## src/sv/grfg_pkg.sv

```systemverilog
// shared types and constants of the gaussian row filter
package grfg_pkg;

    localparam int TAP_INDEX_W = 6;
    localparam int TAP_VALUE_W = 16;
    localparam int SAMPLE_W    = 16;
    localparam int RESULT_W    = 17;
    localparam int POS_W       = 6;
    localparam int RADIUS_W    = 5;
    localparam int CFG_INDEX_W = 1;
    localparam int CFG_DATA_W  = 5;

    localparam int FRAC_BITS  = 15;
    localparam int ROUND_BIAS = 1 << 14;
    localparam int SAT_MAX    = 32767;
    localparam int SAT_MIN    = -32768;

    localparam logic ACT_TAP    = 1'b0;
    localparam logic ACT_SAMPLE = 1'b1;

    localparam logic [CFG_INDEX_W-1:0] REG_KERNEL_RADIUS = CFG_INDEX_W'(0);
    localparam logic [CFG_INDEX_W-1:0] REG_GRADIENT_MODE = CFG_INDEX_W'(1);

    localparam logic [RADIUS_W-1:0] RADIUS_RESET = RADIUS_W'(3);

    typedef struct packed {
        logic                          action;
        logic [TAP_INDEX_W-1:0]        tap_index;
        logic [TAP_VALUE_W-1:0]        tap_value;
        logic signed [SAMPLE_W-1:0]    sample;
        logic                          row_last;
    } t_in_beat;

    typedef struct packed {
        logic signed [RESULT_W-1:0]    result_value;
        logic [POS_W-1:0]              position;
        logic                          row_error;
        logic                          out_last;
    } t_out_beat;

    typedef struct packed {
        logic start;
        logic err;
        logic grad;
    } t_diff_cmd;

endpackage

```

## src/sv/grfg_stream_if.sv

```systemverilog
// valid/ready stream interface carrying one beat of payload
interface grfg_stream_if #(
    parameter type t_payload = logic
) ();
    logic     valid;
    logic     ready;
    t_payload payload;

    modport source (output valid, output payload, input ready);
    modport sink   (input valid, input payload, output ready);
endinterface

```

## src/sv/gaussian_row_filter_gradient.sv

```systemverilog
// top level of the gaussian row filter with optional gradient output
//
//   channel  dir  beat contents                                       handshake
//   i_in     in   action, tap_index, tap_value, sample, row_last      valid/ready
//   o_out    out  result_value, position, row_error, out_last         valid/ready
//   i_cfg    in   i_cfg_index, i_cfg_data                             i_cfg_we only
//
// a tap load or a sample push is taken only while idle; ready is low while a row is filtered
// a row of n samples and radius r runs 2r+1 taps per sample through the multiply-accumulate
// loop, one tap and one sample memory read per cycle, then two smoothed-memory reads per
// result (S_HI, S_LO) before S_EMIT; a short row skips smoothing and gives its error beat
// from S_ERR; reset is synchronous and active low; the memories need no clearing
// a stalled output holds its beat and pauses the result sequencer
module gaussian_row_filter_gradient #(
    parameter int MAX_RADIUS     = 16,
    parameter int MAX_ROW_LENGTH = 64
) (
    input  logic                             i_clk,
    input  logic                             i_rst_n,
    input  logic                             i_cfg_we,
    input  logic [grfg_pkg::CFG_INDEX_W-1:0] i_cfg_index,
    input  logic [grfg_pkg::CFG_DATA_W-1:0]  i_cfg_data,
    grfg_stream_if.sink                      i_in,
    grfg_stream_if.source                    o_out
);
    import grfg_pkg::*;

    localparam int TAP_DEPTH = 2 * MAX_RADIUS + 1;
    localparam int TW        = $clog2(TAP_DEPTH);
    localparam int AW        = $clog2(MAX_ROW_LENGTH);
    localparam int CW        = $clog2(MAX_ROW_LENGTH + 1);
    localparam int RW        = $clog2(MAX_RADIUS + 1);

    typedef enum logic [1:0] {S_IDLE, S_SMOOTH, S_DIFF} t_state;

    t_state               r_state;
    logic [RADIUS_W-1:0]  r_kernel_radius;
    logic                 r_gradient_mode;
    logic [CW-1:0]        r_count;
    logic [CW-1:0]        r_len;
    logic [RW-1:0]        r_rad;
    logic                 r_smooth_go;
    t_diff_cmd            r_diff_cmd;

    logic                 w_accept;
    logic                 w_is_sample;
    logic                 w_room;
    logic [CW-1:0]        w_len_new;
    logic [RW-1:0]        w_rad_eff;
    logic                 w_short;
    logic                 w_tap_we;
    logic                 w_smp_we;
    logic                 w_sm_wr_en;
    logic [AW-1:0]        w_sm_wr_addr;
    logic signed [SAMPLE_W-1:0] w_sm_wr_data;
    logic                 w_smooth_done;
    logic                 w_diff_done;

    always_ff @(posedge i_clk) begin
        if (!i_rst_n) begin
            r_kernel_radius <= RADIUS_RESET;
            r_gradient_mode <= 1'b0;
        end else if (i_cfg_we) begin
            case (i_cfg_index)
                REG_KERNEL_RADIUS: r_kernel_radius <= i_cfg_data[RADIUS_W-1:0];
                REG_GRADIENT_MODE: r_gradient_mode <= i_cfg_data[0];
                default: ;
            endcase
        end
    end

    assign i_in.ready  = (r_state == S_IDLE);
    assign w_accept    = i_in.valid && i_in.ready;
    assign w_is_sample = w_accept && (i_in.payload.action == ACT_SAMPLE);
    assign w_room      = (int'(r_count) < MAX_ROW_LENGTH);
    assign w_len_new   = r_count + CW'(w_room);
    assign w_rad_eff   = (int'(r_kernel_radius) > MAX_RADIUS) ? RW'(MAX_RADIUS)
                                                              : RW'(r_kernel_radius);
    assign w_short     = (int'(w_len_new) < 2) || (int'(w_len_new) <= int'(w_rad_eff));

    assign w_tap_we = w_accept && (i_in.payload.action == ACT_TAP)
                      && (int'(i_in.payload.tap_index) < TAP_DEPTH);
    assign w_smp_we = w_is_sample && w_room;

    always_ff @(posedge i_clk) begin
        if (!i_rst_n) begin
            r_state     <= S_IDLE;
            r_count     <= '0;
            r_smooth_go <= 1'b0;
            r_diff_cmd  <= '0;
        end else begin
            r_smooth_go <= 1'b0;
            r_diff_cmd  <= '0;
            case (r_state)
                S_IDLE: begin
                    if (w_is_sample) begin
                        if (i_in.payload.row_last) begin
                            r_count <= '0;
                            r_len   <= w_len_new;
                            r_rad   <= w_rad_eff;
                            if (w_short) begin
                                r_diff_cmd <= '{start: 1'b1, err: 1'b1, grad: r_gradient_mode};
                                r_state    <= S_DIFF;
                            end else begin
                                r_smooth_go <= 1'b1;
                                r_state     <= S_SMOOTH;
                            end
                        end else begin
                            r_count <= w_len_new;
                        end
                    end
                end
                S_SMOOTH: begin
                    if (w_smooth_done) begin
                        r_diff_cmd <= '{start: 1'b1, err: 1'b0, grad: r_gradient_mode};
                        r_state    <= S_DIFF;
                    end
                end
                S_DIFF: begin
                    if (w_diff_done) begin
                        r_state <= S_IDLE;
                    end
                end
                default: r_state <= S_IDLE;
            endcase
        end
    end

    grfg_smooth #(
        .MAX_RADIUS     (MAX_RADIUS),
        .MAX_ROW_LENGTH (MAX_ROW_LENGTH)
    ) u_smooth (
        .i_clk      (i_clk),
        .i_rst_n    (i_rst_n),
        .i_tap_we   (w_tap_we),
        .i_tap_addr (i_in.payload.tap_index[TW-1:0]),
        .i_tap_data (i_in.payload.tap_value),
        .i_smp_we   (w_smp_we),
        .i_smp_addr (r_count[AW-1:0]),
        .i_smp_data (i_in.payload.sample),
        .i_start    (r_smooth_go),
        .i_len      (r_len),
        .i_radius   (r_rad),
        .o_wr_en    (w_sm_wr_en),
        .o_wr_addr  (w_sm_wr_addr),
        .o_wr_data  (w_sm_wr_data),
        .o_done     (w_smooth_done)
    );

    grfg_diff #(
        .MAX_ROW_LENGTH (MAX_ROW_LENGTH)
    ) u_diff (
        .i_clk     (i_clk),
        .i_rst_n   (i_rst_n),
        .i_wr_en   (w_sm_wr_en),
        .i_wr_addr (w_sm_wr_addr),
        .i_wr_data (w_sm_wr_data),
        .i_cmd     (r_diff_cmd),
        .i_len     (r_len),
        .o_done    (w_diff_done),
        .o_out     (o_out)
    );

endmodule

```

## src/sv/grfg_smooth.sv

```systemverilog
// tap and sample memories with the multiply-accumulate sequencer
module grfg_smooth #(
    parameter int MAX_RADIUS     = 16,
    parameter int MAX_ROW_LENGTH = 64,
    localparam int TAP_DEPTH = 2 * MAX_RADIUS + 1,
    localparam int TW        = $clog2(TAP_DEPTH),
    localparam int AW        = $clog2(MAX_ROW_LENGTH),
    localparam int CW        = $clog2(MAX_ROW_LENGTH + 1),
    localparam int RW        = $clog2(MAX_RADIUS + 1)
) (
    input  logic                                 i_clk,
    input  logic                                 i_rst_n,
    input  logic                                 i_tap_we,
    input  logic [TW-1:0]                        i_tap_addr,
    input  logic [grfg_pkg::TAP_VALUE_W-1:0]     i_tap_data,
    input  logic                                 i_smp_we,
    input  logic [AW-1:0]                        i_smp_addr,
    input  logic signed [grfg_pkg::SAMPLE_W-1:0] i_smp_data,
    input  logic                                 i_start,
    input  logic [CW-1:0]                        i_len,
    input  logic [RW-1:0]                        i_radius,
    output logic                                 o_wr_en,
    output logic [AW-1:0]                        o_wr_addr,
    output logic signed [grfg_pkg::SAMPLE_W-1:0] o_wr_data,
    output logic                                 o_done
);
    import grfg_pkg::*;

    localparam int IXW    = ((AW > TW) ? AW : TW) + 2;
    localparam int PROD_W = SAMPLE_W + TAP_VALUE_W + 1;
    localparam int ACC_W  = PROD_W + TW;

    typedef enum logic [1:0] {S_IDLE, S_ISSUE, S_DRAIN} t_state;

    t_state r_state;

    logic [TAP_VALUE_W-1:0]     r_tap_mem [TAP_DEPTH];
    logic signed [SAMPLE_W-1:0] r_smp_mem [MAX_ROW_LENGTH];
    logic [TAP_VALUE_W-1:0]     r_tap_q;
    logic signed [SAMPLE_W-1:0] r_smp_q;

    logic [AW-1:0] r_i;
    logic [TW-1:0] r_j;

    logic              r_p1_v, r_p1_first, r_p1_last, r_p1_end;
    logic [AW-1:0]     r_p1_i;
    logic              r_p2_v, r_p2_first, r_p2_last, r_p2_end;
    logic [AW-1:0]     r_p2_i;
    logic signed [PROD_W-1:0] r_prod;
    logic              r_p3_v, r_p3_last, r_p3_end;
    logic [AW-1:0]     r_p3_i;
    logic signed [ACC_W-1:0]  r_acc;

    logic                     w_issue;
    logic [TW-1:0]            w_two_r;
    logic                     w_tap_end;
    logic                     w_row_end;
    logic signed [IXW-1:0]    w_t;
    logic signed [IXW-1:0]    w_lenx;
    logic signed [IXW-1:0]    w_m;
    logic [AW-1:0]            w_idx;
    logic signed [PROD_W-1:0] w_sx;
    logic signed [PROD_W-1:0] w_tx;
    logic signed [ACC_W-1:0]  w_rnd;
    logic signed [ACC_W-1:0]  w_sh;

    assign w_issue   = (r_state == S_ISSUE);
    assign w_two_r   = TW'({i_radius, 1'b0});
    assign w_tap_end = (r_j == w_two_r);
    assign w_row_end = (CW'(r_i) == i_len - CW'(1));

    // offset into the row with mirror reflection at both ends
    assign w_t    = $signed(IXW'(r_i)) + $signed(IXW'(r_j)) - $signed(IXW'(i_radius));
    assign w_lenx = $signed(IXW'(i_len));

    always_comb begin
        if (w_t < 0) begin
            w_m = -w_t;
        end else if (w_t >= w_lenx) begin
            w_m = (w_lenx <<< 1) - $signed(IXW'(2)) - w_t;
        end else begin
            w_m = w_t;
        end
    end

    assign w_idx = w_m[AW-1:0];

    always_ff @(posedge i_clk) begin
        if (i_tap_we) begin
            r_tap_mem[i_tap_addr] <= i_tap_data;
        end
        if (w_issue) begin
            r_tap_q <= r_tap_mem[r_j];
        end
    end

    always_ff @(posedge i_clk) begin
        if (i_smp_we) begin
            r_smp_mem[i_smp_addr] <= i_smp_data;
        end
        if (w_issue) begin
            r_smp_q <= r_smp_mem[w_idx];
        end
    end

    always_ff @(posedge i_clk) begin
        if (!i_rst_n) begin
            r_state <= S_IDLE;
        end else begin
            case (r_state)
                S_IDLE: begin
                    if (i_start) begin
                        r_i     <= '0;
                        r_j     <= '0;
                        r_state <= S_ISSUE;
                    end
                end
                S_ISSUE: begin
                    if (w_tap_end) begin
                        r_j <= '0;
                        if (w_row_end) begin
                            r_state <= S_DRAIN;
                        end else begin
                            r_i <= r_i + AW'(1);
                        end
                    end else begin
                        r_j <= r_j + TW'(1);
                    end
                end
                S_DRAIN: begin
                    if (o_done) begin
                        r_state <= S_IDLE;
                    end
                end
                default: r_state <= S_IDLE;
            endcase
        end
    end

    assign w_sx = PROD_W'(r_smp_q);
    assign w_tx = PROD_W'({1'b0, r_tap_q});

    always_ff @(posedge i_clk) begin
        if (!i_rst_n) begin
            r_p1_v <= 1'b0;
            r_p2_v <= 1'b0;
            r_p3_v <= 1'b0;
        end else begin
            r_p1_v <= w_issue;
            r_p2_v <= r_p1_v;
            r_p3_v <= r_p2_v;
        end
        r_p1_first <= (r_j == '0);
        r_p1_last  <= w_tap_end;
        r_p1_end   <= w_row_end;
        r_p1_i     <= r_i;

        r_prod     <= w_sx * w_tx;
        r_p2_first <= r_p1_first;
        r_p2_last  <= r_p1_last;
        r_p2_end   <= r_p1_end;
        r_p2_i     <= r_p1_i;

        if (r_p2_v) begin
            r_acc <= r_p2_first ? ACC_W'(r_prod) : r_acc + ACC_W'(r_prod);
        end
        r_p3_last <= r_p2_last;
        r_p3_end  <= r_p2_end;
        r_p3_i    <= r_p2_i;
    end

    // round half up, then saturate to the sample range
    assign w_rnd = r_acc + ACC_W'(ROUND_BIAS);
    assign w_sh  = w_rnd >>> FRAC_BITS;

    always_comb begin
        if (w_sh > ACC_W'(SAT_MAX)) begin
            o_wr_data = SAMPLE_W'(SAT_MAX);
        end else if (w_sh < ACC_W'(SAT_MIN)) begin
            o_wr_data = SAMPLE_W'(SAT_MIN);
        end else begin
            o_wr_data = SAMPLE_W'(w_sh);
        end
    end

    assign o_wr_en   = r_p3_v && r_p3_last;
    assign o_wr_addr = r_p3_i;
    assign o_done    = o_wr_en && r_p3_end;

endmodule

```

## src/sv/grfg_diff.sv

```systemverilog
// smoothed-row memory, difference stage and output register
module grfg_diff #(
    parameter int MAX_ROW_LENGTH = 64,
    localparam int AW = $clog2(MAX_ROW_LENGTH),
    localparam int CW = $clog2(MAX_ROW_LENGTH + 1)
) (
    input  logic                                 i_clk,
    input  logic                                 i_rst_n,
    input  logic                                 i_wr_en,
    input  logic [AW-1:0]                        i_wr_addr,
    input  logic signed [grfg_pkg::SAMPLE_W-1:0] i_wr_data,
    input  grfg_pkg::t_diff_cmd                  i_cmd,
    input  logic [CW-1:0]                        i_len,
    output logic                                 o_done,
    grfg_stream_if.source                        o_out
);
    import grfg_pkg::*;

    typedef enum logic [2:0] {S_IDLE, S_HI, S_LO, S_EMIT, S_ERR} t_state;

    t_state r_state;

    logic signed [SAMPLE_W-1:0] r_sm_mem [MAX_ROW_LENGTH];
    logic signed [SAMPLE_W-1:0] r_rd;
    logic signed [SAMPLE_W-1:0] r_hi;
    logic [AW-1:0]              r_i;
    logic                       r_grad;
    t_out_beat                  r_out;
    logic                       r_out_valid;

    logic                       w_free;
    logic                       w_first_i;
    logic                       w_last_i;
    logic [AW-1:0]              w_hi_addr;
    logic [AW-1:0]              w_lo_addr;
    logic                       w_rd_en;
    logic [AW-1:0]              w_rd_addr;
    logic signed [RESULT_W-1:0] w_d;
    logic signed [RESULT_W-1:0] w_val;

    assign w_free    = !r_out_valid || o_out.ready;
    assign w_first_i = (r_i == '0);
    assign w_last_i  = (CW'(r_i) == i_len - CW'(1));

    assign w_hi_addr = (r_grad && !w_last_i) ? r_i + AW'(1) : r_i;
    assign w_lo_addr = (r_grad && !w_first_i) ? r_i - AW'(1) : r_i;

    assign w_rd_en   = (r_state == S_HI) || (r_state == S_LO);
    assign w_rd_addr = (r_state == S_HI) ? w_hi_addr : w_lo_addr;

    always_ff @(posedge i_clk) begin
        if (i_wr_en) begin
            r_sm_mem[i_wr_addr] <= i_wr_data;
        end
        if (w_rd_en) begin
            r_rd <= r_sm_mem[w_rd_addr];
        end
    end

    // in gradient mode a halved central difference inside the row, one-sided at the ends; else the smoothed value
    assign w_d = RESULT_W'(r_hi) - RESULT_W'(r_rd);

    always_comb begin
        if (!r_grad) begin
            w_val = RESULT_W'(r_hi);
        end else if (w_first_i || w_last_i) begin
            w_val = w_d;
        end else begin
            w_val = w_d >>> 1;
        end
    end

    always_ff @(posedge i_clk) begin
        if (!i_rst_n) begin
            r_state     <= S_IDLE;
            r_out_valid <= 1'b0;
        end else begin
            if (o_out.ready) begin
                r_out_valid <= 1'b0;
            end
            case (r_state)
                S_IDLE: begin
                    if (i_cmd.start) begin
                        r_grad  <= i_cmd.grad;
                        r_i     <= '0;
                        r_state <= i_cmd.err ? S_ERR : S_HI;
                    end
                end
                S_HI: begin
                    r_state <= S_LO;
                end
                S_LO: begin
                    r_hi    <= r_rd;
                    r_state <= S_EMIT;
                end
                S_EMIT: begin
                    if (w_free) begin
                        r_out.result_value <= w_val;
                        r_out.position     <= POS_W'(r_i);
                        r_out.row_error    <= 1'b0;
                        r_out.out_last     <= w_last_i;
                        r_out_valid        <= 1'b1;
                        if (w_last_i) begin
                            r_state <= S_IDLE;
                        end else begin
                            r_i     <= r_i + AW'(1);
                            r_state <= S_HI;
                        end
                    end
                end
                S_ERR: begin
                    if (w_free) begin
                        r_out.result_value <= '0;
                        r_out.position     <= '0;
                        r_out.row_error    <= 1'b1;
                        r_out.out_last     <= 1'b1;
                        r_out_valid        <= 1'b1;
                        r_state            <= S_IDLE;
                    end
                end
                default: r_state <= S_IDLE;
            endcase
        end
    end

    assign o_done = w_free && (((r_state == S_EMIT) && w_last_i) || (r_state == S_ERR));

    assign o_out.valid   = r_out_valid;
    assign o_out.payload = r_out;

endmodule

```

## src/flat_wrapper.sv

```systemverilog
// flat-port wrapper written by rule: the top's interface ports become plain ports
module gaussian_row_filter_gradient_flat import grfg_pkg::*;
#(
    parameter int MAX_RADIUS     = 16,
    parameter int MAX_ROW_LENGTH = 64
)
  (i_clk, i_rst_n, i_cfg_we, i_cfg_index, i_cfg_data, i_in_valid, i_in_payload, i_in_ready, o_out_valid, o_out_payload, o_out_ready);
  grfg_stream_if #(.t_payload(t_in_beat)) i_in_i ();
  grfg_stream_if #(.t_payload(t_out_beat)) o_out_i ();
  input  logic i_clk;
  input  logic i_rst_n;
  input  logic i_cfg_we;
  input  logic [grfg_pkg::CFG_INDEX_W-1:0] i_cfg_index;
  input  logic [grfg_pkg::CFG_DATA_W-1:0] i_cfg_data;
  input wire logic [$bits(i_in_i.valid)-1:0] i_in_valid;
  input wire logic [$bits(i_in_i.payload)-1:0] i_in_payload;
  output wire logic [$bits(i_in_i.ready)-1:0] i_in_ready;
  output wire logic [$bits(o_out_i.valid)-1:0] o_out_valid;
  output wire logic [$bits(o_out_i.payload)-1:0] o_out_payload;
  input wire logic [$bits(o_out_i.ready)-1:0] o_out_ready;
  assign i_in_i.valid = i_in_valid;
  assign i_in_i.payload = i_in_payload;
  assign i_in_ready = i_in_i.ready;
  assign o_out_valid = o_out_i.valid;
  assign o_out_payload = o_out_i.payload;
  assign o_out_i.ready = o_out_ready;
  gaussian_row_filter_gradient #(.MAX_RADIUS(MAX_RADIUS), .MAX_ROW_LENGTH(MAX_ROW_LENGTH)) u_core (.i_clk(i_clk), .i_rst_n(i_rst_n), .i_cfg_we(i_cfg_we), .i_cfg_index(i_cfg_index), .i_cfg_data(i_cfg_data), .i_in(i_in_i), .o_out(o_out_i));
endmodule
```

## config.mk

```make
export PLATFORM = sky130hd
export DESIGN_NAME = gaussian_row_filter_gradient_flat
export DESIGN_NICKNAME = d
export VERILOG_FILES = /design/src/sv/grfg_pkg.sv /design/src/sv/grfg_stream_if.sv /design/src/sv/gaussian_row_filter_gradient.sv /design/src/sv/grfg_smooth.sv /design/src/sv/grfg_diff.sv /design/src/flat_wrapper.sv
export SDC_FILE = /design/constraint.sdc
export NUM_CORES = 2
export LEC_CHECK = 0
export ABC_AREA = 0
export ABC_CLOCK_PERIOD_IN_PS = 6900
export BUFFER_PORTS_ARGS = -buffer_cell sky130_fd_sc_hd__buf_2
export CORE_AREA = 3 3 659 661
export CTS_CLUSTER_DIAMETER = 100
export DETAILED_ROUTE_END_ITERATION = 10
export DIE_AREA = 0 0 662 664
export SLEW_MARGIN = 40
export SYNTH_ARGS = -nofsm -noshare
export SYNTH_HDL_FRONTEND = slang
export SYNTH_HIERARCHICAL = 1
export SYNTH_SLANG_ARGS = --single-unit
```

## constraint.sdc

```tcl
create_clock -name i_clk -period 6.9 [get_ports i_clk]
set_clock_uncertainty 0.05 [all_clocks]
set_input_delay 0.69 -clock i_clk [delete_from_list [all_inputs] [get_ports i_clk]]
set_output_delay 0.69 -clock i_clk [all_outputs]
set_load 0.005 [all_outputs]
```

# After elaboration in Yosys (flattened, before gate mapping)
# Memory sizes are Yosys's and may differ from the RTL's. A register that Yosys moved wholly into a read port is not among the register bits.
# Cells that the tools add are included.
[op_classes]
addsub = 14
n_mul = 1
div = 0
n_lt_le_gt_ge = 9
n_eq_ne = 24
shifts = 0
mux = 57
n_bitwise = 2
reduce_logical = 41
[ops]
columns = ["operator", "n"]
rows = [
  ["$mux 6", 12],
  ["$mux 25", 2],
  ["$pmux 25 s2", 1],
  ["$mux 16", 3],
  ["$add 39x16->39 const B", 1],
  ["$add 39x33->39", 1],
  ["$mux 39", 1],
  ["$pmux 6 s2", 3],
  ["$mul 16x17->33", 1],
  ["$gt 24x16->1 const B", 1],
  ["$lt 24x16->1 const B", 1],
  ["$mux 3", 8],
  ["$add 6x1->6 const B", 3],
  ["$mux 2", 9],
  ["$ne 2x2->1 const B", 9],
  ["$mux 17", 1],
  ["$sub 16x16->17", 1],
  ["$reduce_and 4->1", 4],
  ["$pmux 3 s5", 1],
  ["$eq 6x7->1", 2],
  ["$logic_not 6->1", 2],
  ["$pmux 2 s3", 2],
  ["$logic_and 1x1->1", 11],
  ["$mux 1", 11],
  ["35 further kinds", 57],
]
[totals]
regBits = 198
latch_bits = 0
ramBits = 2576
mem_bits_ro = 0
in_bits = 51
out_inout_bits = 27
memories = 3
[memory_table]
columns = ["name", "words", "word_bits", "rd", "rd_clocked_by_memory_dff", "write_ports", "line", "rtl"]
rows = [
  ["u_core.u_diff.r_sm_mem", 64, 16, 1, 1, 1, "grfg_diff.sv:23", "logic signed [SAMPLE_W-1:0] r_sm_mem [MAX_ROW_LENGTH];"],
  ["u_core.u_smooth.r_smp_mem", 64, 16, 1, 1, 1, "grfg_smooth.sv:38", "logic signed [SAMPLE_W-1:0] r_smp_mem [MAX_ROW_LENGTH];"],
  ["u_core.u_smooth.r_tap_mem", 33, 16, 1, 1, 1, "grfg_smooth.sv:37", "logic [TAP_VALUE_W-1:0] r_tap_mem [TAP_DEPTH];"],
]

# Logic depth before layout (Yosys ltp)
[depth]
depth_word = 8
depth_mapped = 27
depth_no_buf = 24

# Modules after synthesis
# Netlist, hierarchy kept.
[modules_own_cells]
columns = ["module", "instances", "cells_each", "area_each_um2", "seq_area_each_um2"]
rows = [
  ["grfg_smooth", 1, 4262, 75596.3, 50378.3],
  ["grfg_diff", 1, 3985, 51428.1, 32751.4],
  ["gaussian_row_filter_gradient", 1, 151, 1522.7, 740.7],
]

# Worst setup path before layout
# OpenSTA, ideal clock, no wires.
[synth_timing]
path_type = "register to register"
startpoint = "register u_core.u_smooth.r_j[0]"
endpoint = "register u_core.u_smooth.r_smp_q[10] (read register of u_core.u_smooth.r_smp_mem), data pin"
setup_time_ps = 260
t_arrival_ps = 5838
required_ps = 6590
path_slack_ps = 752
path_stages_with_launch = 26
period_less_slack_ps = 6148
cell_sequence = "edfxtp_1 > clkbuf_1 > clkbuf_1 > clkbuf_1 > inv_1 > ha_1 > inv_1 > ha_1 > clkbuf_1 > clkbuf_1 > buf_1 > inv_1 > ha_1 > nand2b_1 > a211oi_1 > o21ai_0 > and2_1 > nor2_1 > a21oi_1 > o21ai_1 > clkbuf_1 > buf_2 > mux4_2 > a22oi_1 > nand4_1 > mux2_2"
[synth_via]
elab_chain_len = 5
word_cells_on_any_way = 8
classes_between = "add/sub: 4; order compare: 2; mux: 2"
[synth_lines]
columns = ["element", "line", "rtl"]
rows = [
  ["start, declared", "grfg_smooth.sv:43", "logic [TW-1:0] r_j;"],
  ["start signal, assigned", "grfg_smooth.sv:127", "r_j <= r_j + TW'(1);"],
  ["$add 6x6->7 (*)", "grfg_smooth.sv:73", "assign w_t = $signed(IXW'(r_i)) + $signed(IXW'(r_j)) - $signed(IXW'(i_radius));"],
  ["$sub 7x5->8 (*)", "grfg_smooth.sv:73", ""],
  ["$ge 8x8->1 / $sub 6x6->6 (equally long branches)", "grfg_smooth.sv:79, grfg_smooth.sv:80", ""],
  ["$mux 6", "grfg_smooth.sv:79", "end else if (w_t >= w_lenx) begin"],
  ["$mux 6 (*)", "grfg_smooth.sv:77", "if (w_t < 0) begin"],
  ["end, declared", "grfg_smooth.sv:40", "logic signed [SAMPLE_W-1:0] r_smp_q;"],
]
# Every way passes the cells marked *; elsewhere a longest branch is shown, timed or not.
# A chain may end at the register's enable or synchronous reset.

# Worst setup path after layout
[layout_timing]
startpoint = "register u_core.u_smooth.r_smp_q[4] (read register of u_core.u_smooth.r_smp_mem)"
endpoint = "register u_core.u_smooth.r_prod[31]"
[layout_via]
elab_chain_len = 1
[layout_lines]
columns = ["element", "line", "rtl"]
rows = [
  ["$mul 16x17->33", "grfg_smooth.sv:158", "r_prod <= w_sx * w_tx;"],
  ["end signal, assigned", "grfg_smooth.sv:158", ""],
  ["end, declared", "grfg_smooth.sv:49", "logic signed [PROD_W-1:0] r_prod;"],
]
# Every way passes these cells.

==> flow_metrics.tcl <==
set metrics [dict create \
    outcome "complete, no violations" \
    clkTransAtPathRegs_ns 0.06 \
    yosys.area_share.adder 0.0526 \
    mostFrequentLayoutCells "2735 x edfxtp_1, 665 x nand2_1, 415 x a221oi_1" \
    cts_tree "done" \
    yosys_most_used_dff "edfxtp_1" \
    area_growth_pct 14.6 \
    synth_mux_area_frac 0.0983 \
    die_h_um 664 \
    r2r-end "u_core/u_smooth/r_prod[31]$_DFF_P_" \
    ioPinCount 78 \
    ys_types 103 \
    dp_hpwl_mm 209 \
    drt_wl_total_mm 341 \
    pre_cts_ws_ns 0.191 \
    synth_edf_count 2735 \
    grt_pass1_wl_mm 506 \
    hold_ws_ns 0.0927 \
    ant_nets 0 \
    period_share 0.946 \
    grt_start_max_net_pins 185 \
    crit_path_end "u_core/u_smooth/r_prod[31]$_DFF_P_" \
    numCtsBuffers 301 \
    post-route-util 0.343 \
    viasPerCell 5.32 \
    crit_fanout 10 \
    drcViolationCount 0 \
    die_w_um 662 \
    synth_fp_nets 8868 \
    required_ns 7.62 \
    min_path_type "in -> reg" \
    setup_viol 0 \
    multi_input_area_mm2 0.0417 \
    final_area_mm2 0.147 \
    path_class "reg -> reg" \
    cp.arrival_ns 7.25 \
    cap_violations 0 \
    clk_latency_ns 0.88 \
    layout_min_cycle_time_ns 6.53 \
    row_count 241 \
    rsz0062_at_grt "no" \
    gp_congestion 0.852 \
    drtIter0Drc 8851 \
    vias 77500 \
    grt_usage 0.151 \
    dieArea_mm2 0.440 \
    rrSetupSlack_ns 0.37 \
    synth_async_sr_flop_share 0 \
    hold_viol_final 0 \
    placed_cell_area_mm2 0.138 \
    yosys.area_share.simple 0.0628 \
    synth-compound-area-share 0.0951 \
    p_leak_nw 48.7 \
    htree_levels 5 \
    seq_area_frac_synth 0.652 \
    reg2reg_from "u_core/u_smooth/r_smp_q[4]$_DFFE_PP_" \
    cp-start-kind "flip-flop" \
    antenna_found_initial 14 \
    seq_area_mm2 0.0839 \
    first_global_vias 76900 \
    startpoint "u_core/u_smooth/r_smp_q[4]$_DFFE_PP_" \
    netlist_area_mm2 0.129 \
    maxSlewHeadroom 0.357 \
    reg2reg_depth 22 \
    start_util 0.299 \
    worst_pin_slew_ns 0.964 \
    final.fill_count 40600 \
    synth_top_family_by_area "multiplexers" \
    fin_nets 9089 \
    final_common_cell "edfxtp_1" \
    root_buffer "clkbuf_16" \
    max_freq_mhz 153 \
    wl_per_cell_um 23.4 \
    ys_ff_latch 2822 \
    power_density_mw_per_mm2 246 \
    ys.warnings.count 6 \
    synth_xor_area_frac 0.0104 \
    core_mm2 0.430 \
    dr.pass1.iters 9 \
    setup_tns_ns 0 \
    vdd_ir_drop_max_mv 0.193 \
    clock_sinks 2822 \
    drv_slew 0 \
    synthCells 8398 \
    syn_avg_cell_area_um2 15.3 \
    drive_above_1_share 0.176 \
    cp-end-kind "flip-flop" \
    grt_overflow_total 0 \
    ctsLongestPathBuffers 4 \
    port_buffers 77 \
    worst_slack_ns 0.374 \
]
-- critical path: stages, from the launching register on --
cell and delay [ns]:
edfxtp_1 0.54, and2_1 0.25, fa_1 0.53, inv_1 0.05, fa_1 0.45, fa_1 0.53, inv_1 0.07, fa_1 0.49
fa_1 0.49, inv_1 0.05, fa_1 0.48, inv_1 0.04, ha_1 0.36, a21oi_1 0.18, o22ai_1 0.10, or3_1 0.31
o221ai_1 0.30, a21oi_1 0.23, a2111oi_1 0.46, o21bai_1 0.15, nand4_1 0.11, nand2_1 0.07, xor2_1 0.14
-- through the flow --
step                cells  power [mW]
detailed placement  14000        21.0
CTS                 14500        36.6
finish              14600        36.3
floorplan            8398        20.2
global route        14600        37.4
global placement    14000        20.9
-- synthesized netlist by cell type (40+ instances only) --
library cell | n | area share
a222oi_1 | 42 | 0.0033
inv_1 | 340 | 0.0099
and3_1 | 116 | 0.0056
a211oi_1 | 114 | 0.0067
a22oi_1 | 170 | 0.0099
a31oi_1 | 60 | 0.0029
xor2_1 | 50 | 0.0034
buf_1 | 49 | 0.0014
a21oi_1 | 228 | 0.0089
fa_1 | 202 | 0.031
a221o_1 | 60 | 0.0047
buf_2 | 126 | 0.0049
o21ai_0 | 136 | 0.0053
o22ai_1 | 113 | 0.0055
nand4_1 | 84 | 0.0041
xnor2_1 | 99 | 0.0067
and2_1 | 136 | 0.0066
dfxtp_1 | 87 | 0.014
a221oi_1 | 415 | 0.028
ha_1 | 217 | 0.021
mux2_2 | 107 | 0.0094
edfxtp_1 | 2735 | 0.64
nor2_1 | 440 | 0.013
a21o_1 | 43 | 0.0025
nand2_1 | 671 | 0.020
mux4_2 | 412 | 0.072
clkbuf_1 | 348 | 0.010
mux2i_1 | 213 | 0.017
nand3_1 | 128 | 0.0050
nor3_1 | 40 | 0.0016
-- metal layers --
metal  share of wire  track usage
met5         0.00023            0
met4           0.038       0.0547
met3           0.067       0.0209
met2            0.47        0.243
met1            0.42        0.207
-- where the power goes --
group / leakage [nW] / internal (mW) / switching [mW] / total (mW)
Sequential: 25.3 / 18.7 / 0.0322 / 18.8
Combinational: 18.9 / 0.625 / 1.24 / 1.86
Clock: 4.60 / 8.98 / 6.65 / 15.6
Total: 48.7 / 28.3 / 7.92 / 36.3
-- worst min path at each step --
| stage | startpoint | end | slack, ns | cells past startpoint |
|---|---|---|---|---|
| 2_1_floorplan | u_core/u_smooth/r_p2_i[0]$_DFF_P_ | u_core/u_smooth/o_wr_addr[0]$_DFF_P_ | 0.26 | 0 |
| 3_3_place_gp | u_core/u_smooth/r_p1_i[0]$_DFF_P_ | u_core/u_smooth/r_p2_i[0]$_DFF_P_ | 0.26 | 0 |
| 3_5_place_dp | u_core/u_smooth/r_p2_i[2]$_DFF_P_ | u_core/u_smooth/o_wr_addr[2]$_DFF_P_ | 0.26 | 0 |
| 4_1_cts | i_cfg_data[4] | u_core/r_kernel_radius[4]$_SDFFE_PN0P_ | 0.01 | 3 |
| 5_1_grt | i_cfg_data[0] | u_core/r_kernel_radius[0]$_SDFFE_PN1P_ | 0.05 | 3 |
| 6_report | i_cfg_data[0] | u_core/r_kernel_radius[0]$_SDFFE_PN1P_ | 0.09 | 3 |
-- state kept, by name, summed over array words and instances, names as in the netlist, 16 cells and up --
register                     count
u_core/u_smooth/r_tap_q         16
u_core/u_diff/r_rd              16
u_core/u_smooth/r_acc           39
u_core/u_smooth/r_smp_q         16
u_core/u_smooth/r_tap_mem      528
u_core/u_smooth/r_prod          33
u_core/u_diff/o_out.payload     25
u_core/u_diff/r_hi              16
u_core/u_diff/r_sm_mem        1024
u_core/u_smooth/r_smp_mem     1024
-- final cells by class --
type,count,share of cell area
antenna,6,0.000102
clock inverter,162,0.00984
clock buffer,373,0.0540
tap,5710,0.0485
timing repair buffer,466,0.0263
sequential,2822,0.569
multi-input combinational,4684,0.283
inverter,344,0.00878
-- what timing repair did --
item | 4_1_cts | 5_1_grt
hold endpoints to repair | 5 | 0
endpoints found under the setup margin | 0 | 2
resized for setup | 0 | 1
buffers inserted | 0 | 16
hold buffers | 2 | 0
-- kinds of logic after synthesis --
kind of cell / Yosys count
mux: 734
simple gates: 1749
buf+inv: 892
xor+xnor: 151
flops: 2822
compound gates: 1631
fa+ha+maj: 419
(Power assumes the default switching activity.)
